===== src/ydec_pkg.sv =====
// Shared types and constants for the yEnc stream decoder.
`default_nettype none
package ydec_pkg;

  // Configuration register indexes.
  localparam logic REG_MODE = 1'b0;

  // Decode modes held in the mode register.
  localparam logic [1:0] MODE_PLAIN = 2'd0;
  localparam logic [1:0] MODE_RAW   = 2'd1;
  localparam logic [1:0] MODE_END   = 2'd2;
  localparam logic [1:0] MODE_RESET = MODE_RAW;

  // Characters the decoder looks for.
  localparam logic [7:0] CH_EQ  = 8'h3D;
  localparam logic [7:0] CH_CR  = 8'h0D;
  localparam logic [7:0] CH_LF  = 8'h0A;
  localparam logic [7:0] CH_DOT = 8'h2E;
  localparam logic [7:0] CH_Y   = 8'h79;

  // Offsets removed from ordinary and escaped bytes.
  localparam logic [7:0] OFS_PLAIN = 8'd42;
  localparam logic [7:0] OFS_ESC   = 8'd106;

  // Position of the decoder relative to line breaks.
  typedef enum logic [2:0] {
    TRK_MID   = 3'd0,
    TRK_CR    = 3'd1,
    TRK_CRLF  = 3'd2,
    TRK_DOT   = 3'd3,
    TRK_DOTCR = 3'd4,
    TRK_EQ    = 3'd5
  } ydec_trk_t;

  // One decoded result beat.
  typedef struct packed {
    logic       valid;
    logic [7:0] data;
    logic       end_found;
  } ydec_res_t;

endpackage
`default_nettype wire


===== src/ydec_cfg.sv =====
// APB-style configuration register file holding the decode mode.
`default_nettype none
module ydec_cfg (
  input  wire logic        clk,
  input  wire logic        rst_n,
  input  wire logic        psel,
  input  wire logic        penable,
  input  wire logic        pwrite,
  input  wire logic [2:0]  paddr,
  input  wire logic [31:0] pwdata,
  output logic [31:0]      prdata,
  output logic             pready,
  output logic [1:0]       mode
);
  import ydec_pkg::*;

  logic [1:0] mode_r;
  logic [1:0] mode_nxt;
  logic       reg_idx;
  logic       wr_en;

  assign pready  = 1'b1;
  assign reg_idx = paddr[2];
  assign wr_en   = psel && penable && pwrite && pready;

  // Register write decode; writes beyond the register list are dropped.
  always_comb begin
    mode_nxt = mode_r;
    if (wr_en && (reg_idx == REG_MODE)) begin
      mode_nxt = pwdata[1:0];
    end
  end

  always_ff @(posedge clk) begin
    if (!rst_n) begin
      mode_r <= MODE_RESET;
    end else begin
      mode_r <= mode_nxt;
    end
  end

  // Read back.
  assign prdata = (reg_idx == REG_MODE) ? {30'd0, mode_r} : 32'd0;
  assign mode   = mode_r;

endmodule
`default_nettype wire


===== src/ydec_core.sv =====
// Per-byte decode logic with the escape, line and done state.
`default_nettype none
module ydec_core (
  input  wire logic               clk,
  input  wire logic               rst_n,
  input  wire logic               step,
  input  wire logic [7:0]         byte_in,
  input  wire logic [1:0]         mode,
  output ydec_pkg::ydec_res_t     res
);
  import ydec_pkg::*;

  logic      esc_r;
  logic      esc_nxt;
  ydec_trk_t trk_r;
  ydec_trk_t trk_nxt;
  logic      done_r;
  logic      done_nxt;
  ydec_trk_t trk;
  logic      raw;
  logic      endm;

  assign raw  = (mode != MODE_PLAIN);
  assign endm = mode[1];

  // Unused tracker codes count as mid line.
  always_comb begin
    case (trk_r)
      TRK_MID, TRK_CR, TRK_CRLF, TRK_DOT, TRK_DOTCR, TRK_EQ: trk = trk_r;
      default: trk = TRK_MID;
    endcase
  end

  // Decode one byte and work out the next state.
  always_comb begin
    res       = '0;
    esc_nxt   = esc_r;
    trk_nxt   = trk_r;
    done_nxt  = done_r;
    if (done_r) begin
      // The stream has ended; everything is ignored.
    end else if (esc_r) begin
      if ((trk == TRK_EQ) && endm && (byte_in == CH_Y)) begin
        res.end_found = 1'b1;
        done_nxt      = 1'b1;
      end else begin
        res.valid = 1'b1;
        res.data  = byte_in - OFS_ESC;
      end
      esc_nxt = 1'b0;
      trk_nxt = TRK_MID;
    end else if ((trk == TRK_DOTCR) && endm && (byte_in == CH_LF)) begin
      res.end_found = 1'b1;
      done_nxt      = 1'b1;
      trk_nxt       = TRK_MID;
    end else if ((trk == TRK_CRLF) && raw && (byte_in == CH_DOT)) begin
      trk_nxt = TRK_DOT;
    end else if (((trk == TRK_CRLF) || (trk == TRK_DOT)) && endm && (byte_in == CH_EQ)) begin
      esc_nxt = 1'b1;
      trk_nxt = TRK_EQ;
    end else if ((trk == TRK_DOT) && endm && (byte_in == CH_CR)) begin
      trk_nxt = TRK_DOTCR;
    end else if (byte_in == CH_LF) begin
      trk_nxt = ((trk == TRK_CR) || (trk == TRK_DOTCR)) ? TRK_CRLF : TRK_MID;
    end else if (byte_in == CH_CR) begin
      trk_nxt = TRK_CR;
    end else if (byte_in == CH_EQ) begin
      esc_nxt = 1'b1;
      trk_nxt = TRK_MID;
    end else begin
      res.valid = 1'b1;
      res.data  = byte_in - OFS_PLAIN;
      trk_nxt   = TRK_MID;
    end
  end

  // State advances only when a beat moves into the result register.
  always_ff @(posedge clk) begin
    if (!rst_n) begin
      esc_r  <= 1'b0;
      trk_r  <= TRK_CRLF;
      done_r <= 1'b0;
    end else if (step) begin
      esc_r  <= esc_nxt;
      trk_r  <= trk_nxt;
      done_r <= done_nxt;
    end
  end

  // Once ended, the stream stays ended until reset.
  a_done_sticky: assert property (@(posedge clk) disable iff (!rst_n)
    done_r |=> done_r) else $error("stream done flag cleared");

  // Nothing is produced after the end.
  a_quiet_after_end: assert property (@(posedge clk) disable iff (!rst_n)
    (step && done_r) |-> (!res.valid && !res.end_found))
    else $error("output after end of stream");

  // An end marker always sets the done flag.
  a_end_sets_done: assert property (@(posedge clk) disable iff (!rst_n)
    (step && res.end_found) |=> done_r) else $error("end seen but not recorded");

  // A terminator byte is never also data.
  a_end_not_data: assert property (@(posedge clk) disable iff (!rst_n)
    !(res.valid && res.end_found)) else $error("end marker carries data");

  // A pending escape only follows mid line or a line-start equals sign.
  a_esc_position: assert property (@(posedge clk) disable iff (!rst_n)
    (esc_r && !done_r) |-> ((trk_r == TRK_MID) || (trk_r == TRK_EQ)))
    else $error("escape pending at unexpected line position");

endmodule
`default_nettype wire


===== src/yenc_stream_decoder.sv =====
// Top level of the yEnc stream decoder: handshake registers around the decode core.
//
//  Channel | Direction | Handshake            | Beat contents
//  in_     | input     | in_valid / in_stall  | in_byte
//  out_    | output    | out_vld / out_stall  | out_valid, out_byte, out_end_found
//  cfg_    | APB slave | psel, penable, ready | mode register at address 0
//
// One byte is accepted per cycle while in_stall is low. A byte taken into the input
// register is decoded out of it and lands in the result register, from which its result
// can be accepted on the output channel.
// Reset (rst_n low, synchronous) empties both registers and returns to line start.
// A stall on the output holds the result register and ripples back to in_stall
// only when the input register is also full.
`default_nettype none
module yenc_stream_decoder (
  input  wire logic        clk,
  input  wire logic        rst_n,
  input  wire logic        in_valid,
  output logic             in_stall,
  input  wire logic [7:0]  in_byte,
  output logic             out_vld,
  input  wire logic        out_stall,
  output logic             out_valid,
  output logic [7:0]       out_byte,
  output logic             out_end_found,
  input  wire logic        cfg_psel,
  input  wire logic        cfg_penable,
  input  wire logic        cfg_pwrite,
  input  wire logic [2:0]  cfg_paddr,
  input  wire logic [31:0] cfg_pwdata,
  output logic [31:0]      cfg_prdata,
  output logic             cfg_pready
);
  import ydec_pkg::*;

  logic       s1_vld_r;
  logic       s1_vld_nxt;
  logic [7:0] s1_byte_r;
  logic       o_vld_r;
  logic       o_vld_nxt;
  ydec_res_t  o_res_r;
  ydec_res_t  core_res;
  logic       adv_out;
  logic       adv_in;
  logic [1:0] mode;

  ydec_cfg u_cfg (
    .clk     (clk),
    .rst_n   (rst_n),
    .psel    (cfg_psel),
    .penable (cfg_penable),
    .pwrite  (cfg_pwrite),
    .paddr   (cfg_paddr),
    .pwdata  (cfg_pwdata),
    .prdata  (cfg_prdata),
    .pready  (cfg_pready),
    .mode    (mode)
  );

  // Pipeline advance: each register moves when its successor has room.
  assign adv_out = !o_vld_r || !out_stall;
  assign adv_in  = !s1_vld_r || adv_out;
  assign in_stall = !adv_in;

  ydec_core u_core (
    .clk     (clk),
    .rst_n   (rst_n),
    .step    (s1_vld_r && adv_out),
    .byte_in (s1_byte_r),
    .mode    (mode),
    .res     (core_res)
  );

  // Valid flags of the two registers.
  always_comb begin
    s1_vld_nxt = s1_vld_r;
    o_vld_nxt  = o_vld_r;
    if (adv_in) begin
      s1_vld_nxt = in_valid;
    end
    if (adv_out) begin
      o_vld_nxt = s1_vld_r;
    end
  end

  always_ff @(posedge clk) begin
    if (!rst_n) begin
      s1_vld_r <= 1'b0;
      o_vld_r  <= 1'b0;
    end else begin
      s1_vld_r <= s1_vld_nxt;
      o_vld_r  <= o_vld_nxt;
    end
  end

  // Payload registers.
  always_ff @(posedge clk) begin
    if (adv_in) begin
      s1_byte_r <= in_byte;
    end
    if (adv_out) begin
      o_res_r <= core_res;
    end
  end

  assign out_vld       = o_vld_r;
  assign out_valid     = o_res_r.valid;
  assign out_byte      = o_res_r.data;
  assign out_end_found = o_res_r.end_found;

endmodule
`default_nettype wire

===== config.mk =====
export PLATFORM = sky130hd
export DESIGN_NAME = yenc_stream_decoder
export DESIGN_NICKNAME = d
export VERILOG_FILES = /design/src/ydec_pkg.sv /design/src/ydec_cfg.sv /design/src/ydec_core.sv /design/src/yenc_stream_decoder.sv
export SDC_FILE = /design/constraint.sdc
export NUM_CORES = 1
export LEC_CHECK = 0
export BUFFER_PORTS_ARGS = -buffer_cell sky130_fd_sc_hd__buf_2
export CORE_UTILIZATION = 44
export DETAILED_ROUTE_END_ITERATION = 16
export GPL_TIMING_DRIVEN = 0
export PLACE_DENSITY = 0.92
export SYNTH_ARGS = -nofsm -noshare
export SYNTH_HDL_FRONTEND = slang
export SYNTH_HIERARCHICAL = 1
export SYNTH_SLANG_ARGS = --single-unit
export TNS_END_PERCENT = 10

===== constraint.sdc =====
create_clock -name clk -period 2.2 [get_ports clk]
set_input_delay 0 -clock clk [delete_from_list [all_inputs] [get_ports clk]]
set_output_delay 0 -clock clk [all_outputs]
set_load 0.05 [all_outputs]

Word level (Yosys, flattened, before mapping)
Cells that the tools add are included. W data, S select, Z words.

Register bits: 27. Word-level logic and storage cells: 86. Bits of input ports: 50. Output and inout bits: 45.

Mux-type cells: 31. Add/sub/neg operators: 2. Bitwise logic cells: 2. Equality and inequality tests: 15. Reduce and logical (&&, ||, !) cells: 26.

Operators with widths (number): $mux W9 (8); $mux W3 (7); $eq A8 B4 Y1 const B (2); $eq A8 B6 Y1 const B (2); $logic_and A1 B1 Y1 (14); $mux W1 (13); $eq A3 B2 Y1 const B (4); $eq A3 B3 Y1 const B (4); $mux W10 (1); $eq A8 B7 Y1 const B (1); $sub A8 B6 Y8 const B (1); $sub A8 B7 Y8 const B (1); $eq A3 B1 Y1 const B (2); $reduce_or A6 Y1 (1); $logic_not A1 Y1 (4); $logic_or A1 B1 Y1 (4); $mux W2 (2); $logic_not A3 Y1 (1); $not A1 Y1 (2); $reduce_and A2 Y1 (1); $reduce_bool A2 Y1 (1).

Logic depth before layout (Yosys ltp)
Depth in word-level cells: 12. Depth in mapped cells: 7. Depth with buffers taken out: 7.

Modules after synthesis
The synthesis kept the hierarchy.

By module, submodules not included: ydec_core (seq. area each 100.1 um^2, times used 1, cells an instance 90, area an instance 649.4 um^2); yenc_stream_decoder (seq. area each 580.6 um^2, times used 1, cells an instance 27, area an instance 624.3 um^2); ydec_cfg (seq. area each 40.0 um^2, times used 1, cells an instance 44, area an instance 351.6 um^2).

Worst setup path after synthesis
Ideal clock, no wire load.

Kind: register -> register. Start: register o_vld_r, in the netlist out_vld. End: register u_core.trk_r[0]. Arrival: 1.826 ns. Cell stages (with the launch flop): 7. Data required time: 2.083 ns. Clock period less this slack: 1.944 ns. Path buffers: 0. Path slack: 0.256 ns. Setup time: 0.117 ns. Path through: dfxtp_1 -> nand2_1 -> and2_1 -> nand2b_1 -> nor2_1 -> and3_1 -> a32o_1.

Cells in the longest elaborated chain, start to end: 4.

Ends and longest elaborated chain: start: declaration (line yenc_stream_decoder.sv:39) `logic o_vld_r;`; start signal: assignment (line yenc_stream_decoder.sv:92) `o_vld_r <= o_vld_nxt;`; $logic_not A1 Y1 (line yenc_stream_decoder.sv:61) `assign adv_out = !o_vld_r || !out_stall;`; $logic_or A1 B1 Y1 (line yenc_stream_decoder.sv:61); named net adv_out (line yenc_stream_decoder.sv:43) `logic adv_out;`; $logic_and A1 B1 Y1 (line yenc_stream_decoder.sv:68) `.step (s1_vld_r && adv_out),`; $reduce_and A2 Y1 (no source line); end signal: assignment (line ydec_core.sv:85) `trk_r <= trk_nxt;`; end: declaration (line ydec_core.sv:15) `ydec_trk_t trk_r;`.

The timed path passes the listed nets, and every way through them passes these cells. A chain may end at the register's enable or synchronous reset.

Worst setup path in the final report
Start: register s1_byte_r[2]. End: register o_res_r (netlist bit out_byte[7]), data pin.

Cells in the longest elaborated chain, start to end: 9. Elaborated cells between the ends (all ways): 21. Classes of those cells: add/sub (2); eq/ne (5); mux (9); reduce/logical (5).

Ends and longest elaborated chain: start: declaration (line yenc_stream_decoder.sv:38) `logic [7:0] s1_byte_r;`; start signal: assignment (line yenc_stream_decoder.sv:99) `s1_byte_r <= in_byte;`; $sub A8 B6 Y8 / $eq A8 B6 Y1 (equally long branches) (line ydec_core.sv:72, ydec_core.sv:58, ydec_core.sv:67); $mux W9 (line ydec_core.sv:67) `end else if (byte_in == CH_EQ) begin`; $mux W9 (line ydec_core.sv:65) `end else if (byte_in == CH_CR) begin`; $mux W9 (line ydec_core.sv:63) `end else if (byte_in == CH_LF) begin`; $mux W9 (line ydec_core.sv:61) `end else if ((trk == TRK_DOT) && endm && (byte_in == CH_CR)) begin`; $mux W9 (line ydec_core.sv:58) `end else if (((trk == TRK_CRLF) || (trk == TRK_DOT)) && endm && (byte_in == CH_EQ)) begin`; $mux W9 (line ydec_core.sv:56) `end else if ((trk == TRK_CRLF) && raw && (byte_in == CH_DOT)) begin`; $mux W9 (line ydec_core.sv:52) `end else if ((trk == TRK_DOTCR) && endm && (byte_in == CH_LF)) begin`; $mux W10 (*) (line ydec_core.sv:42) `end else if (esc_r) begin`; end signal: assignment (line yenc_stream_decoder.sv:102) `o_res_r <= core_res;`; end: declaration (line yenc_stream_decoder.sv:41) `ydec_res_t o_res_r;`.

Mark *: on every way between the ends. The rest lies on a longest branch, timed or not.

==> flow_summary.ini <==
[hold_path]
whs_path_depth = 3
worstHoldPathType = input port to register
min_from = out_stall
min_to = out_vld$_SDFFE_PN0P_

[setup_path]
ff2ff_setup_slack_ps = 320
crit_fanout = 5
worstSetupEndpointType = register
critPathKind = register to register
cpPeakStageDelay_ps = 460
r2r_cells = 7
worstReg2RegEnd = out_byte[7]$_DFFE_PP_
crit_chain = inv_1 -> ha_1 -> nor2b_1 -> o21a_1 -> maj3_1 -> nor2b_1 -> a211oi_2
timing.rr.start = s1_byte_r[2]$_DFFE_PP_
critPathLaunchType = register
worst_path_max_delay_cell = edfxtp_1
arrival_ps = 1910
cp_num_buf_inv = 1
cp_top_family = adder cells
worstPathRequired_ps = 2230
cpMostUsedCell = nor2b_1

[synth]
async_flop_share = 0
synthTopCellsByArea = edfxtp_1, buf_4, dfxtp_1, nor2b_1, nand2_1
synth.avg_cell_area_um2 = 10.10
synth_edf_count = 18
synth_flop_cell = edfxtp_1
synth.most_common_cell = buf_4
synthTopCellsByCount = buf_4, edfxtp_1, nand2_1
syn-cell-area_um2 = 1625
synth-seq-cells = 27
yosysSeqAreaShare = 0.4434
yosys_warnings = 6
ys_types = 45
syn_inst = 161
synth_top_area_cell = edfxtp_1
yosysTopAreaCellShare = 0.3326

[placed_design]
hpwlAfterDp_um = 2146
gp_congestion = 0.8599
dpl_cell_area_um2 = 1947
place_ws_ps = 356.0
dp.cells = 267
portBuffers = 31

[drt]
drc = 0
drt-vias-per-instance = 4.475
drtIter0Drc = 29
wl_per_cell_um = 10.68
firstDrtPassIters = 5
routed_wl_um = 3013
antenna_left = 0
via_count = 1262

[clocking]
root_buffer = clkbuf_8
cts_resized = 0
clkSlewWorstSetupHoldPaths_ps = 90
postCtsSetupBuffers = 0
cts_tree = built
clock_path_buffers = 2
worstSkewPairLatency_ps = 270
ctsHtreeMaxLevel = 1
cts_sinks = 27
cts_buffers = 3

[timing]
setup_ws_ps = 316.5
setup_viol = 0
timing.fmax_mhz = 530.9
rsz0062_at_grt = false
period_share = 0.8561
final_hold_viol_count = 0
layout_min_cycle_time_ps = 1884
skew_ps = 1.903
hold_ws_ps = 29.04
tns_ps = 0
drv_slew = 0

[grt]
grt_overflow_total = 0
grt_pass1_wl_um = 5085
grt_pass1_vias = 1108
grt_max_degree = 15
antenna_found_initial = 0
track_usage = 0.1672

[floorplan]
pin_count = 95
core_area_um2 = 3442
start_util = 0.4722
fp.dieArea_um2 = 3941
die_h_um = 62.78
die_w_um = 62.78
rows = 21

[job]
drv_cap = 0

[power_and_ir_drop]
power_density_nw_per_um2 = 587.5
power_mw = 1.235
p_leak_nw = 0.9385
ir_worst_vdd_mv = 0.4090

[final_layout]
fin_util = 0.6107
stdcell_area_um2 = 2102
antenna_cells = 0
drive_above_1_share = 0.3347
nets = 288
fillers = 302
layout.cells.non_filler = 282
area_growth_pct = 29.33

[outcome]
status = complete, no violations
[worst max path at each step]
| stage | start | end | depth (start not counted) |
|---|---|---|---|
| 6_report | s1_byte_r[2]$_DFFE_PP_ | out_byte[7]$_DFFE_PP_ | 7 |
| 5_1_grt | s1_byte_r[2]$_DFFE_PP_ | out_byte[7]$_DFFE_PP_ | 7 |
| 4_1_cts | s1_byte_r[2]$_DFFE_PP_ | out_byte[7]$_DFFE_PP_ | 7 |
| 3_5_place_dp | s1_byte_r[2]$_DFFE_PP_ | out_byte[7]$_DFFE_PP_ | 7 |
| 3_3_place_gp | s1_byte_r[2]$_DFFE_PP_ | out_byte[7]$_DFFE_PP_ | 7 |
| 2_1_floorplan | out_vld$_SDFFE_PN0P_ | u_core/trk_r[0]$_SDFFE_PN0P_ | 6 |
[cell families after synthesis]
kind of cell	count (synthesis)	share of synthesized area
multiplexers	2	0.01232
adder cells (fa/ha/maj)	2	0.01386
other	2	0.004621
AO/OA/AOI/OAI	22	0.1055
flip-flops	27	0.4434
buffers and inverters	41	0.1747
AND/OR/NAND/NOR	61	0.2240
XOR/XNOR	4	0.02156
[report_power, final]
| part | internal (mW) | switching (mW) | leakage (nW) |
|---|---|---|---|
| Combinational | 0.113 | 0.256 | 0.655 |
| Clock | 0.130 | 0.146 | 0.0228 |
| Sequential | 0.574 | 0.0164 | 0.261 |
| Total | 0.817 | 0.418 | 0.938 |
[flip-flops by register name (all words and copies together) (netlist names)]
signal         cells
out_end_found      1
out_vld            1
u_cfg/mode         2
out_valid          1
s1_byte_r          8
u_core/esc_r       1
u_core/trk_r       3
s1_vld_r           1
u_core/done_r      1
out_byte           8
[metal layers]
| layer | up-vias | GRT usage | routed length (um) |
|---|---|---|---|
| met3 | 5 | 0.02007 | 188 |
| met2 | 57 | 0.2948 | 1563 |
| met5 | - | 0 | 0 |
| met4 | 0 | 0.08721 | 63 |
| li1 | 648 | - | - |
| met1 | 552 | 0.1977 | 1199 |
[worst register-to-register path, cell delays in order, from the launching register on]
cell and delay [ps]:
edfxtp_1 460, inv_1 160, ha_1 170, nor2b_1 70
o21a_1 220, maj3_1 360, nor2b_1 140, a211oi_2 60
[area by class of cell]
| cell class | instances | area [um^2] | area share |
|---|---|---|---|
| multi-input cells | 122 | 729.5 | 0.3470 |
| inverters | 6 | 22.52 | 0.01071 |
| flip-flops and latches | 27 | 720.7 | 0.3429 |
| plain buffers | 35 | 261.5 | 0.1244 |
| clock buffers | 4 | 45.04 | 0.02143 |
| repair buffers | 42 | 265.3 | 0.1262 |
| well taps | 46 | 57.56 | 0.02738 |
[placed cells by master (no fill, tap or decap), types with 2 or more instances in the layout]
cell type	n
o21a_1	3
a21oi_1	2
mux2i_1	2
dfxtp_1	9
inv_1	6
and3_4	2
nor2_1	9
xnor2_1	3
nand2b_1	3
nor3_1	6
nand4b_1	2
buf_2	32
and2b_2	2
o21ai_0	7
and2_1	2
buf_4	32
nand3_1	6
nor2b_1	9
nand2_1	11
dlygate4sd3_1	11
edfxtp_1	18
conb_1	31
clkbuf_8	3
[what timing repair did]
action | 4_1_cts | 5_1_grt
endpoints found under the setup margin | 0 | 0
hold endpoints to repair | 11 | 0
hold buffers | 11 | 0
(Power assumes the default switching activity.)
